## src/mbrtu_pkg.sv

```systemverilog
`timescale 1ns / 1ps

package mbrtu_pkg;

  // Deepest reply the value store holds.
  localparam int MaxRegs  = 32;
  localparam int MemAddrW = $clog2(MaxRegs);

  // Input modes
  localparam logic [1:0] ModeStart   = 2'd0;
  localparam logic [1:0] ModeRxByte  = 2'd1;
  localparam logic [1:0] ModeTimeout = 2'd2;

  // Result kinds
  localparam logic [1:0] KindTx     = 2'd0;
  localparam logic [1:0] KindRegVal = 2'd1;
  localparam logic [1:0] KindStatus = 2'd2;

  // Status codes
  localparam logic [2:0] StatOk        = 3'd0;
  localparam logic [2:0] StatTimeout   = 3'd1;
  localparam logic [2:0] StatCrcErr    = 3'd2;
  localparam logic [2:0] StatException = 3'd3;
  localparam logic [2:0] StatUnitErr   = 3'd4;
  localparam logic [2:0] StatCountErr  = 3'd5;

  // Configuration register indexes
  localparam logic [1:0] CfgUnitId    = 2'd0;
  localparam logic [1:0] CfgStartAddr = 2'd1;
  localparam logic [1:0] CfgRegCount  = 2'd2;

  localparam logic [7:0]  FuncReadHolding = 8'h03;
  localparam logic [7:0]  FuncExcFlag     = 8'h80;
  localparam logic [15:0] CrcInit         = 16'hFFFF;
  localparam logic [15:0] CrcPoly         = 16'hA001;

  typedef struct packed {
    logic [1:0] mode;
    logic [7:0] rx_byte;
  } in_word_t;

  typedef struct packed {
    logic [1:0]  kind;
    logic [15:0] data;
    logic [4:0]  reg_index;
    logic [2:0]  status;
    logic        last;
  } out_word_t;

  // One byte through the reflected CRC16, bit by bit.
  function automatic logic [15:0] crc_feed(input logic [15:0] crc_in, input logic [7:0] b);
    logic [15:0] c;
    c = crc_in ^ {8'h00, b};
    for (int i = 0; i < 8; i++) begin
      if (c[0]) begin
        c = (c >> 1) ^ CrcPoly;
      end else begin
        c = c >> 1;
      end
    end
    return c;
  endfunction

endpackage

```

## src/modbus_rtu_read_holding_master_top.sv

```systemverilog
`timescale 1ns / 1ps

// Modbus RTU master, function 0x03 (read holding registers).
// Input channel (in_valid_i / in_stall_o, in_word_i): one word per event:
// start request, received serial byte, or reply timeout.
// Output channel (out_valid_o / out_stall_i, out_word_o): transmit bytes,
// register values and status words; the final word of each run has last set.
// Config channel (cfg_valid_i / cfg_ready_o): unit id, start address and
// register count; always ready, write only while the block is idle.
// Sequence: a start emits the 8 request bytes one per cycle while the output
// is not stalled (CRC is built a byte per cycle as the bytes leave). A
// received byte is stored as it arrives. The byte that completes a frame is
// followed by a check state, then per register value a read of the value
// store and a load into the output register, and finally the status word.
// A timeout emits a status word, and is dropped when no reply is awaited.
// in_stall_o is high while a run is in progress; an output register
// decouples the sides, so a stalled receiver only holds the run in place.
// Reset returns the config registers to unit 1, address 2, count 3 and
// clears the frame state; the value store needs no clearing pass.
module modbus_rtu_read_holding_master_top (
  input  logic                  clk_i,
  input  logic                  rst_ni,
  input  logic                  in_valid_i,
  output logic                  in_stall_o,
  input  mbrtu_pkg::in_word_t   in_word_i,
  output logic                  out_valid_o,
  input  logic                  out_stall_i,
  output mbrtu_pkg::out_word_t  out_word_o,
  input  logic                  cfg_valid_i,
  output logic                  cfg_ready_o,
  input  logic [1:0]            cfg_index_i,
  input  logic [15:0]           cfg_data_i
);

  localparam logic [2:0] StIdle = 3'd0;
  localparam logic [2:0] StTx   = 3'd1;
  localparam logic [2:0] StChk  = 3'd2;
  localparam logic [2:0] StRdA  = 3'd3;
  localparam logic [2:0] StRdV  = 3'd4;
  localparam logic [2:0] StStat = 3'd5;

  localparam logic [6:0] MaxFrameLen = 7'(5 + 2 * mbrtu_pkg::MaxRegs);

  // Configuration
  logic [7:0]  unit_id_q;
  logic [15:0] start_addr_q;
  logic [5:0]  reg_count_q;

  // Control and frame state
  logic [2:0]  state_q, state_d;
  logic        awaiting_q, awaiting_d;
  logic [6:0]  bytes_q, bytes_d;
  logic [15:0] crc_q, crc_d;
  logic [7:0]  dly0_q, dly0_d, dly1_q, dly1_d;
  logic [7:0]  r_unit_q, r_unit_d;
  logic [7:0]  r_func_q, r_func_d;
  logic [7:0]  r_bcnt_q, r_bcnt_d;
  logic [7:0]  hi_q, hi_d;
  logic [2:0]  tx_idx_q, tx_idx_d;
  logic [4:0]  rd_idx_q, rd_idx_d;
  logic [2:0]  status_q, status_d;

  logic                  out_valid_q, out_valid_d;
  mbrtu_pkg::out_word_t  out_q, out_d;

  // Value store
  logic [15:0]                      mem_q [mbrtu_pkg::MaxRegs];
  logic                             mem_we;
  logic [mbrtu_pkg::MemAddrW-1:0]   mem_waddr;
  logic [15:0]                      mem_wdata;
  logic                             mem_re;
  logic [15:0]                      mem_rdata_q;

  logic        in_acc;
  logic        out_free;
  logic [5:0]  cnt;
  logic [6:0]  expected;
  logic [5:0]  vi;
  logic [7:0]  tx_byte;
  logic [15:0] crc_feed_out;

  assign cfg_ready_o = 1'b1;
  assign in_stall_o  = (state_q != StIdle);
  assign in_acc      = in_valid_i && !in_stall_o;
  assign out_free    = !out_valid_q || !out_stall_i;
  assign out_valid_o = out_valid_q;
  assign out_word_o  = out_q;

  // Clamp the count into 1..MaxRegs.
  always_comb begin
    if (reg_count_q == 6'd0) begin
      cnt = 6'd1;
    end else if (reg_count_q > 6'(mbrtu_pkg::MaxRegs)) begin
      cnt = 6'(mbrtu_pkg::MaxRegs);
    end else begin
      cnt = reg_count_q;
    end
  end

  assign expected = 7'd5 + {cnt, 1'b0};
  assign vi       = 6'(bytes_q[6:1] - 6'd2);

  always_comb begin
    unique case (tx_idx_q)
      3'd0:    tx_byte = unit_id_q;
      3'd1:    tx_byte = mbrtu_pkg::FuncReadHolding;
      3'd2:    tx_byte = start_addr_q[15:8];
      3'd3:    tx_byte = start_addr_q[7:0];
      3'd4:    tx_byte = 8'h00;
      3'd5:    tx_byte = {2'b00, cnt};
      3'd6:    tx_byte = crc_q[7:0];
      default: tx_byte = crc_q[15:8];
    endcase
  end

  // One CRC unit, shared by the request and the reply.
  assign crc_feed_out = mbrtu_pkg::crc_feed(crc_q, (state_q == StTx) ? tx_byte : dly1_q);

  always_comb begin
    state_d     = state_q;
    awaiting_d  = awaiting_q;
    bytes_d     = bytes_q;
    crc_d       = crc_q;
    dly0_d      = dly0_q;
    dly1_d      = dly1_q;
    r_unit_d    = r_unit_q;
    r_func_d    = r_func_q;
    r_bcnt_d    = r_bcnt_q;
    hi_d        = hi_q;
    tx_idx_d    = tx_idx_q;
    rd_idx_d    = rd_idx_q;
    status_d    = status_q;
    out_valid_d = out_valid_q && out_stall_i;
    out_d       = out_q;
    mem_we      = 1'b0;
    mem_waddr   = vi[mbrtu_pkg::MemAddrW-1:0];
    mem_wdata   = {hi_q, in_word_i.rx_byte};
    mem_re      = 1'b0;

    unique case (state_q)
      StIdle: begin
        if (in_acc) begin
          unique case (in_word_i.mode)
            mbrtu_pkg::ModeStart: begin
              // Abandon any pending reply and send a fresh request.
              state_d    = StTx;
              tx_idx_d   = 3'd0;
              crc_d      = mbrtu_pkg::CrcInit;
              awaiting_d = 1'b1;
              bytes_d    = 7'd0;
              dly0_d     = 8'h00;
              dly1_d     = 8'h00;
            end
            mbrtu_pkg::ModeTimeout: begin
              if (awaiting_q) begin
                awaiting_d = 1'b0;
                status_d   = mbrtu_pkg::StatTimeout;
                state_d    = StStat;
              end
            end
            mbrtu_pkg::ModeRxByte: begin
              if (awaiting_q) begin
                // Feed the CRC two bytes late so the trailing CRC stays out.
                if (bytes_q >= 7'd2) begin
                  crc_d = crc_feed_out;
                end
                dly1_d = dly0_q;
                dly0_d = in_word_i.rx_byte;
                if (bytes_q == 7'd0) begin
                  r_unit_d = in_word_i.rx_byte;
                end else if (bytes_q == 7'd1) begin
                  r_func_d = in_word_i.rx_byte;
                end else if (bytes_q == 7'd2) begin
                  r_bcnt_d = in_word_i.rx_byte;
                end else if (bytes_q[0]) begin
                  hi_d = in_word_i.rx_byte;
                end else begin
                  mem_we = (vi < 6'(mbrtu_pkg::MaxRegs));
                end
                bytes_d = bytes_q + 7'd1;
                if (bytes_d >= expected) begin
                  awaiting_d = 1'b0;
                  state_d    = StChk;
                end
              end
            end
            default: begin
              // Unused mode: drop the word.
            end
          endcase
        end
      end

      StTx: begin
        if (out_free) begin
          out_valid_d     = 1'b1;
          out_d.kind      = mbrtu_pkg::KindTx;
          out_d.data      = {8'h00, tx_byte};
          out_d.reg_index = 5'd0;
          out_d.status    = mbrtu_pkg::StatOk;
          out_d.last      = (tx_idx_q == 3'd7);
          tx_idx_d        = tx_idx_q + 3'd1;
          if (tx_idx_q < 3'd6) begin
            crc_d = crc_feed_out;
          end
          if (tx_idx_q == 3'd7) begin
            crc_d   = mbrtu_pkg::CrcInit;
            state_d = StIdle;
          end
        end
      end

      StChk: begin
        rd_idx_d = 5'd0;
        if ({dly0_q, dly1_q} != crc_q) begin
          status_d = mbrtu_pkg::StatCrcErr;
          state_d  = StStat;
        end else if (r_func_q >= mbrtu_pkg::FuncExcFlag) begin
          status_d = mbrtu_pkg::StatException;
          state_d  = StStat;
        end else if (r_unit_q != unit_id_q) begin
          status_d = mbrtu_pkg::StatUnitErr;
          state_d  = StStat;
        end else if (r_bcnt_q != {1'b0, cnt, 1'b0}) begin
          status_d = mbrtu_pkg::StatCountErr;
          state_d  = StStat;
        end else begin
          status_d = mbrtu_pkg::StatOk;
          state_d  = StRdA;
        end
      end

      StRdA: begin
        mem_re  = 1'b1;
        state_d = StRdV;
      end

      StRdV: begin
        if (out_free) begin
          out_valid_d     = 1'b1;
          out_d.kind      = mbrtu_pkg::KindRegVal;
          out_d.data      = mem_rdata_q;
          out_d.reg_index = rd_idx_q;
          out_d.status    = mbrtu_pkg::StatOk;
          out_d.last      = 1'b0;
          rd_idx_d        = rd_idx_q + 5'd1;
          if ({1'b0, rd_idx_q} == 6'(cnt - 6'd1)) begin
            state_d = StStat;
          end else begin
            state_d = StRdA;
          end
        end
      end

      StStat: begin
        if (out_free) begin
          out_valid_d     = 1'b1;
          out_d.kind      = mbrtu_pkg::KindStatus;
          out_d.data      = {9'h000, bytes_q};
          out_d.reg_index = 5'd0;
          out_d.status    = status_q;
          out_d.last      = 1'b1;
          state_d         = StIdle;
        end
      end

      default: begin
        state_d = StIdle;
      end
    endcase
  end

  always_ff @(posedge clk_i or negedge rst_ni) begin
    if (!rst_ni) begin
      unit_id_q    <= 8'd1;
      start_addr_q <= 16'd2;
      reg_count_q  <= 6'd3;
      state_q      <= StIdle;
      awaiting_q   <= 1'b0;
      bytes_q      <= 7'd0;
      crc_q        <= mbrtu_pkg::CrcInit;
      dly0_q       <= 8'h00;
      dly1_q       <= 8'h00;
      r_unit_q     <= 8'h00;
      r_func_q     <= 8'h00;
      r_bcnt_q     <= 8'h00;
      hi_q         <= 8'h00;
      tx_idx_q     <= 3'd0;
      rd_idx_q     <= 5'd0;
      status_q     <= mbrtu_pkg::StatOk;
      out_valid_q  <= 1'b0;
    end else begin
      if (cfg_valid_i && cfg_ready_o) begin
        unique case (cfg_index_i)
          mbrtu_pkg::CfgUnitId:    unit_id_q    <= cfg_data_i[7:0];
          mbrtu_pkg::CfgStartAddr: start_addr_q <= cfg_data_i;
          mbrtu_pkg::CfgRegCount:  reg_count_q  <= cfg_data_i[5:0];
          default: begin
            // Unmapped index: drop the write.
          end
        endcase
      end
      state_q     <= state_d;
      awaiting_q  <= awaiting_d;
      bytes_q     <= bytes_d;
      crc_q       <= crc_d;
      dly0_q      <= dly0_d;
      dly1_q      <= dly1_d;
      r_unit_q    <= r_unit_d;
      r_func_q    <= r_func_d;
      r_bcnt_q    <= r_bcnt_d;
      hi_q        <= hi_d;
      tx_idx_q    <= tx_idx_d;
      rd_idx_q    <= rd_idx_d;
      status_q    <= status_d;
      out_valid_q <= out_valid_d;
    end
  end

  always_ff @(posedge clk_i) begin
    out_q <= out_d;
  end

  // Value store: one write port, one registered read port.
  always_ff @(posedge clk_i) begin
    if (mem_we) begin
      mem_q[mem_waddr] <= mem_wdata;
    end
    if (mem_re) begin
      mem_rdata_q <= mem_q[rd_idx_q];
    end
  end

  // A frame never runs past the longest reply.
  assert property (@(posedge clk_i) disable iff (!rst_ni) bytes_q <= MaxFrameLen)
    else $error("received byte count beyond longest frame");

  // Register values never close a run.
  assert property (@(posedge clk_i) disable iff (!rst_ni)
    out_valid_q && (out_q.kind == mbrtu_pkg::KindRegVal) |-> !out_q.last)
    else $error("register value marked last");

  // Reply is closed before the value store is read back.
  assert property (@(posedge clk_i) disable iff (!rst_ni)
    (state_q == StRdA) || (state_q == StRdV) || (state_q == StChk) |-> !awaiting_q)
    else $error("reading values while reply still open");

  // Sending the request always leaves the block waiting for a reply.
  assert property (@(posedge clk_i) disable iff (!rst_ni)
    (state_q == StTx) |-> awaiting_q && (bytes_q == 7'd0))
    else $error("request in flight without a fresh reply window");

  // A read is issued only when the store comes back next cycle for loading.
  assert property (@(posedge clk_i) disable iff (!rst_ni)
    (state_q == StRdA) |=> (state_q == StRdV) && $stable(rd_idx_q))
    else $error("value read not followed by load");

endmodule
```

## config.mk

```make
export PLATFORM = sky130hd
export DESIGN_NAME = modbus_rtu_read_holding_master_top
export DESIGN_NICKNAME = d
export VERILOG_FILES = /design/src/mbrtu_pkg.sv /design/src/modbus_rtu_read_holding_master_top.sv
export SDC_FILE = /design/constraint.sdc
export NUM_CORES = 1
export LEC_CHECK = 0
export ABC_AREA = 1
export BUFFER_PORTS_ARGS = -buffer_cell sky130_fd_sc_hd__buf_2
export CELL_PAD_IN_SITES_DETAIL_PLACEMENT = 1
export CELL_PAD_IN_SITES_GLOBAL_PLACEMENT = 1
export CORE_ASPECT_RATIO = 2
export CORE_MARGIN = 8
export CORE_UTILIZATION = 35
export DETAILED_ROUTE_END_ITERATION = 10
export PLACE_DENSITY = 0.67
export RECOVER_POWER = 50
export SLEW_MARGIN = 20
export SYNTH_ARGS = -nofsm -noshare
export SYNTH_HDL_FRONTEND = slang
export SYNTH_SLANG_ARGS = --single-unit
```

## constraint.sdc

```tcl
create_clock -name clk_i -period 5.64 [get_ports clk_i]
set_input_delay 1.128 -clock clk_i [delete_from_list [all_inputs] [get_ports clk_i]]
set_output_delay 1.128 -clock clk_i [all_outputs]
set_load 0.01 [all_outputs]
```

# Word level (Yosys, flattened, before mapping)
# Memory sizes are Yosys's and may differ from the RTL's. A register that Yosys moved wholly into a read port is not among the register bits.
# Cells that the tools add are included.
[classes] n_lt_le_gt_ge=6 addsub=6 n_reduce_logical=35 bitwise=12 mux=75 n_eq_ne=38
[op_table] cell="16-bit 2-to-1 mux" count=14
[op_table] cell="27-bit 2-to-1 mux" count=3
[op_table] cell="27-bit case mux with 3 select lines" count=1
[op_table] cell="3-bit 2-to-1 mux" count=23
[op_table] cell="16-bit case mux with 2 select lines" count=2
[op_table] cell="8-bit case mux with 7 select lines" count=1
[op_table] cell="8-bit case mux with 2 select lines" count=2
[op_table] cell="8-bit 2-to-1 mux" count=3
[op_table] cell="2-bit NOT with 3-bit output" count=8
[op_table] cell="3-bit equality test (second input constant)" count=6
[op_table] cell="3-bit case mux with 6 select lines" count=1
[op_table] cell="16-bit inequality test" count=1
[op_table] cell="4-bit AND reduction" count=4
[op_table] cell="16-bit by 8-bit bitwise XOR with 16-bit output" count=1
[op_table] cell="1-bit 2-to-1 mux" count=15
[op_table] cell="7-bit case mux with 2 select lines" count=1
[op_table] cell="7-bit AND reduction" count=2
[op_table] cell="3-bit by 2-bit equality test with 1-bit output (second input constant)" count=4
[op_table] cell="6-bit 2-to-1 mux" count=2
[op_table] cell="2-bit inequality test (second input constant)" count=6
[op_table] cell="3-bit inequality test (second input constant)" count=4
[op_table] cell="3-bit case mux with 2 select lines" count=2
[op_table] cell="5-bit case mux with 2 select lines" count=1
[op_table] cell="3-bit case mux with 3 select lines" count=1
[op_table] cell="other kinds (43)" count=64
[totals] ff_bits=144 ram_bits=512 output_inout_bits=30 memories=1 inputBits=33
[memory_table] memory="mem_q" depth=32 width=16 read_ports=1 rd_clocked_by_memory_dff=1 wr=1 line="modbus_rtu_read_holding_master_top.sv:67" rtl="logic [15:0] mem_q [mbrtu_pkg::MaxRegs];"

# Logic depth before layout (Yosys ltp)
[depth] depth_word=27 ltp_mapped=26 ltp_nobuf=24

# Worst setup path after synthesis
# OpenSTA, ideal clock, no wires.
[synth_path] path_kind="input port to flip-flop" from="input in_word_i[8] in the netlist's numbering" to="memory mem_q[0][0] (enable)" path_slack_ns=2.264 n_path_buf=0 setup_time_ns=0.388 arrival_time_ns=2.988 path_stages=8 path_cell_list="inv_1 > nor2_1 > nand2_1 > a2111oi_0 > nand2_1 > inv_1 > nand3_1 > nor2_1"
[synth_via] elab_chain_len=6
[synth_rtl] element="from (decl)" line="modbus_rtu_read_holding_master_top.sv:25" rtl="input mbrtu_pkg::in_word_t in_word_i,"
[synth_rtl] element="2-bit by 1-bit equality test with 1-bit output" line="modbus_rtu_read_holding_master_top.sv:143" rtl="unique case (in_word_i.mode)"
[synth_rtl] element="1-bit 2-to-1 mux" line="modbus_rtu_read_holding_master_top.sv:143"
[synth_rtl] element="1-bit 2-to-1 mux" line="modbus_rtu_read_holding_master_top.sv:142" rtl="if (in_acc) begin"
[synth_rtl] element="1-bit 2-to-1 mux" line="modbus_rtu_read_holding_master_top.sv:140" rtl="unique case (state_q)"
[synth_rtl] element="1-bit 2-to-1 mux" line="modbus_rtu_read_holding_master_top.sv:326" rtl="if (mem_we) begin"
[synth_rtl] element="1-bit 2-to-1 mux (implied by the code)" line="modbus_rtu_read_holding_master_top.sv:327" rtl="mem_q[mem_waddr] <= mem_wdata;"
[synth_rtl] element="to (decl)" line="modbus_rtu_read_holding_master_top.sv:67"
# Every way passes these cells.

# Worst setup path after layout
[layout_path] from="register bytes_q[2]" to="memory mem_q[19][11] (enable)"
[layout_via] elab_chain_len=12
[layout_rtl] element="from (decl)" line="modbus_rtu_read_holding_master_top.sv:52" rtl="logic [6:0] bytes_q, bytes_d;"
[layout_rtl] element="from (signal assigned)" line="modbus_rtu_read_holding_master_top.sv:305" rtl="bytes_q <= bytes_d;"
[layout_rtl] element="6-bit by 2-bit subtractor with 6-bit output" line="modbus_rtu_read_holding_master_top.sv:101" rtl="assign vi = 6'(bytes_q[6:1] - 6'd2);"
[layout_rtl] element="6-bit less-than comparator" line="modbus_rtu_read_holding_master_top.sv:178" rtl="mem_we = (vi < 6'(mbrtu_pkg::MaxRegs));"
[layout_rtl] element="1-bit 2-to-1 mux" line="modbus_rtu_read_holding_master_top.sv:175" rtl="end else if (bytes_q[0]) begin"
[layout_rtl] element="1-bit 2-to-1 mux" line="modbus_rtu_read_holding_master_top.sv:173" rtl="end else if (bytes_q == 7'd2) begin"
[layout_rtl] element="1-bit 2-to-1 mux" line="modbus_rtu_read_holding_master_top.sv:171" rtl="end else if (bytes_q == 7'd1) begin"
[layout_rtl] element="1-bit 2-to-1 mux" line="modbus_rtu_read_holding_master_top.sv:169" rtl="if (bytes_q == 7'd0) begin"
[layout_rtl] element="1-bit 2-to-1 mux" line="modbus_rtu_read_holding_master_top.sv:162" rtl="if (awaiting_q) begin"
[layout_rtl] element="1-bit 2-to-1 mux" line="modbus_rtu_read_holding_master_top.sv:143"
[layout_rtl] element="1-bit 2-to-1 mux" line="modbus_rtu_read_holding_master_top.sv:142"
[layout_rtl] element="1-bit 2-to-1 mux" line="modbus_rtu_read_holding_master_top.sv:140"
[layout_rtl] element="1-bit 2-to-1 mux" line="modbus_rtu_read_holding_master_top.sv:326"
[layout_rtl] element="1-bit 2-to-1 mux (implied by the code)" line="modbus_rtu_read_holding_master_top.sv:327"
# Several ways; a longest one is shown, not always the timed one.

==> results.cfg <==
[routing]
wl_per_cell_um = 26.63
vias = 19276
dr.first_iter.drc_count = 1455
route.detailed.drc = 0
drt_wl_total_um = 93530
ant_nets = 0
routed_via_density = 5.489
first_pass_iters = 5

[sta]
worstMarginPinSlew_ns = 2.672
period_share_pct = 69.54
timing.hold.ws_ns = 0.4927
max_freq_mhz = 255.0
post-route-min-period_ns = 3.922
finalHoldViolCount = 0
slew_headroom_pct = -78.14
finClkSkew_ns = 0.02539
rsz0062_at_grt = no
slew_violations = 538
fin_setup_tns_ns = 0
setup_violations = 0

[clocking]
cts.path.max_buffers = 3
tritoncts = done
cts_root_buf = clkbuf_16
clk_pin_slew_worst_paths_ns = 0.07
cts_sinks = 665
cts.htree.levels = 2
cts-buffers-inserted = 58
clock_latency_ns = 0.65
post_cts_buffers = 0
cts_resized = 0
cts_hold_buf = 0

[critical_path]
criticalPathCategory = flip-flop to flip-flop
r2r_cells = 10
crit_buf_inv = 2
slowest_delay_ns = 0.89
required_ns = 5.91
cp.arrival_ns = 4.19
cp_max_fo = 16
start_kind = flip-flop
r2r_start = bytes_q[2]
startpoint = bytes_q[2]
path_cells = inv_1, ha_1, inv_1, nor2_1, a21oi_1, a2111oi_0, nand2_1, nor2_1, nand2_1, nor2_2
path_delay_family = simple AND/OR/NAND/NOR gates
reg2reg_to = mem_q[19][11]
critPathSlowestCell = nor2_2
end_kind = flip-flop
rrSetupSlack_ns = 1.72

[layout]
nNetsFinal = 2477
drive_above_1_share_pct = 13.73
layout.cells.non_filler = 3512
syn_to_final_growth_pct = 12.73
fin_util_pct = 39.68
antenna_cells = 0

[power_and_ir_drop]
leakage_nw = 11.31
seq_power_share_pct = 40.2
p_int_mw = 10.19
pwr-share-comb_pct = 34.2
power_switching_mw = 6.976
clockPowerShare_pct = 25.6
irDropWorstVdd_mv = 0.2789
power_switching_share_pct = 40.65
p_per_area_mw_per_mm2 = 540.5

[die]
die_x_um = 216.6
boundaryPins = 63
start_util_pct = 35.20
num_rows = 147
fp.dieArea_mm2 = 0.09035
core_area_mm2 = 0.08001
die_h_um = 417.2

[yosys]
muxShareOfSynthArea_pct = 0.3554
syn-mean-instance-area_um2 = 11.81
async_reset_ff_share_pct = 16.54
ys_ff_latch = 665
synth_area_mm2 = 0.02816
yosysWarnings = 0
synth_edf_count = 555
synth_cell_type_count = 55
syn_nets = 2441
yosys_most_used_dff = edfxtp_1
synth_compound_area_share_pct = 12.56
synthCells = 2384
yosys.area_share.simple_pct = 12.12
synth_fa_ha_area_share_pct = 1.066
seq_area_frac_synth_pct = 69.04
synth_top_family_by_area = compound AO/OA/AOI/OAI gates
yosys.area_share.xor_xnor_pct = 0.9285

[run_status]
status = finished with violations
violations = max-capacitance violations, max-slew violations

[grt]
antenna_found_initial = 0
grt_use_total_pct = 20.42
grt_max_degree = 132
grt.overflow.total = 0
grt_pass1_vias = 20580
grt_pass1_wl_um = 136800

[worst_hold_path]
min_delay_path_depth = 2
holdPathEnd = r_bcnt_q[7]
hp-start = r_bcnt_q[7]
hp-class = flip-flop to flip-flop

[placed_design]
dp_hpwl_um = 65140
place_inst = 3402
gp_congestion = 0.9541
portBuffers = 61

[flow_run]
drv_cap = 17
## synthesized netlist by cell type (8+ instances only)
master	count	area share (%)
dfstp_2	20	1.9
nand3_2	18	0.64
a21oi_1	37	0.66
xor2_1	22	0.68
clkbuf_1	109	1.5
o221ai_1	42	1.3
inv_2	10	0.13
o211ai_1	8	0.21
ha_1	24	1.1
mux2_2	8	0.32
a221oi_1	18	0.56
nand2_1	215	2.9
o22ai_1	104	2.3
dfrtp_1	90	8.0
nor2_1	387	5.2
nand2_2	29	0.64
nor2_2	10	0.22
o21ai_0	338	6.0
nand3_1	85	1.5
nand4_1	9	0.20
inv_1	130	1.7
a31oi_1	11	0.24
a32oi_1	15	0.47
edfxtp_1	555	59
nor3_1	15	0.27
## tightest hold or removal path, stage by stage (launching register included)
cell	delay [ns]
dfrtp_1	0.35
nand2_1	0.05
o21ai_0	0.06
## power groups by stage
| stage | logic [mW] | registers (mW) | clock network, mW |
|---|---|---|---|
| floorplan | 3.70 | 6.52 | 0 |
| global placement | 5.62 | 6.97 | 0 |
| detailed placement | 5.79 | 7.01 | 0 |
| CTS | 5.82 | 6.91 | 4.46 |
| global route | 6.30 | 6.96 | 4.61 |
| finish | 5.87 | 6.90 | 4.39 |
## cell usage in the layout, fill, tap and decap left out, types with 4 or more instances in the layout
cell,n
a21oi_1,36
a221oi_1,18
a22oi_2,4
a31oi_1,11
a32oi_1,15
buf_2,54
buf_4,30
bufinv_16,12
clkbuf_1,20
clkbuf_16,59
clkinv_1,13
clkinv_2,12
dfrtp_1,88
dfstp_2,20
edfxtp_1,555
ha_1,24
inv_1,129
inv_2,9
mux2_2,8
nand2_1,215
nand2_2,29
nand2_4,5
nand3_1,85
nand3_2,18
nand4_1,9
nor2_1,360
nor2_2,37
nor3_1,15
o211ai_1,8
o21ai_0,338
o21ai_2,4
o221ai_1,42
o22ai_1,104
or2_2,5
xnor2_1,6
xor2_1,22
## per-layer routing
layer  GRT usage [%]  part of all wire, %
met1           20.25                   33
met2           36.89                   52
met3           2.624                  4.1
met4           17.92                   11
met5               0                    0
## registers in the layout, summed over array words and instances (netlist names), 6 cells and up
name	cells
dly0_q	8
r_bcnt_q	8
reg_count_q	6
mem_q	512
out_word_o	27
crc_q	16
bytes_q	7
dly1_q	8
start_addr_q	16
mem_rdata_q	16
hi_q	8
unit_id_q	8
r_unit_q	8
## cells by family after synthesis
kind of cell               after synthesis
adders and majority gates               24
DFF                                    665
and+or+nand+nor                        786
buffers and inverters                  274
other                                    1
AOI/OAI and AO/OA                      596
muxes                                    9
xor gates and xnor gates                29
## through the flow
step,instance area (µm²),power (mW),worst slack (ns)
after detailed placement,29690,12.80,1.128
after floorplan,28160,10.22,2.264
after CTS,31790,17.19,1.759
after global placement,29690,12.60,1.264
final,31750,17.16,1.718
after global routing,31750,17.87,1.083
## area by class of cell
| class | instances | area (µm²) |
|---|---|---|
| fillers | 8516 | 48260 |
| well taps | 1043 | 1305 |
| flip-flops and latches | 665 | 19450 |
| repair buffers | 105 | 631.9 |
| clock buffers | 65 | 1520 |
| multi-input cells | 1445 | 7700 |
| inverters | 145 | 563.0 |
| clock inverters | 44 | 578.1 |
## worst max-delay path by stage
stage / to / slack [ns] / depth (start not counted)
2_1_floorplan: mem_q[0][0] / 2.26 / 8
3_3_place_gp: mem_q[13][8] / 1.26 / 9
3_5_place_dp: mem_q[19][4] / 1.13 / 9
4_1_cts: mem_q[15][14] / 1.76 / 10
5_1_grt: rd_idx_q[1] / 1.08 / 2
6_report: mem_q[19][11] / 1.72 / 10
Note: power is estimated with default switching activity, not from simulation.
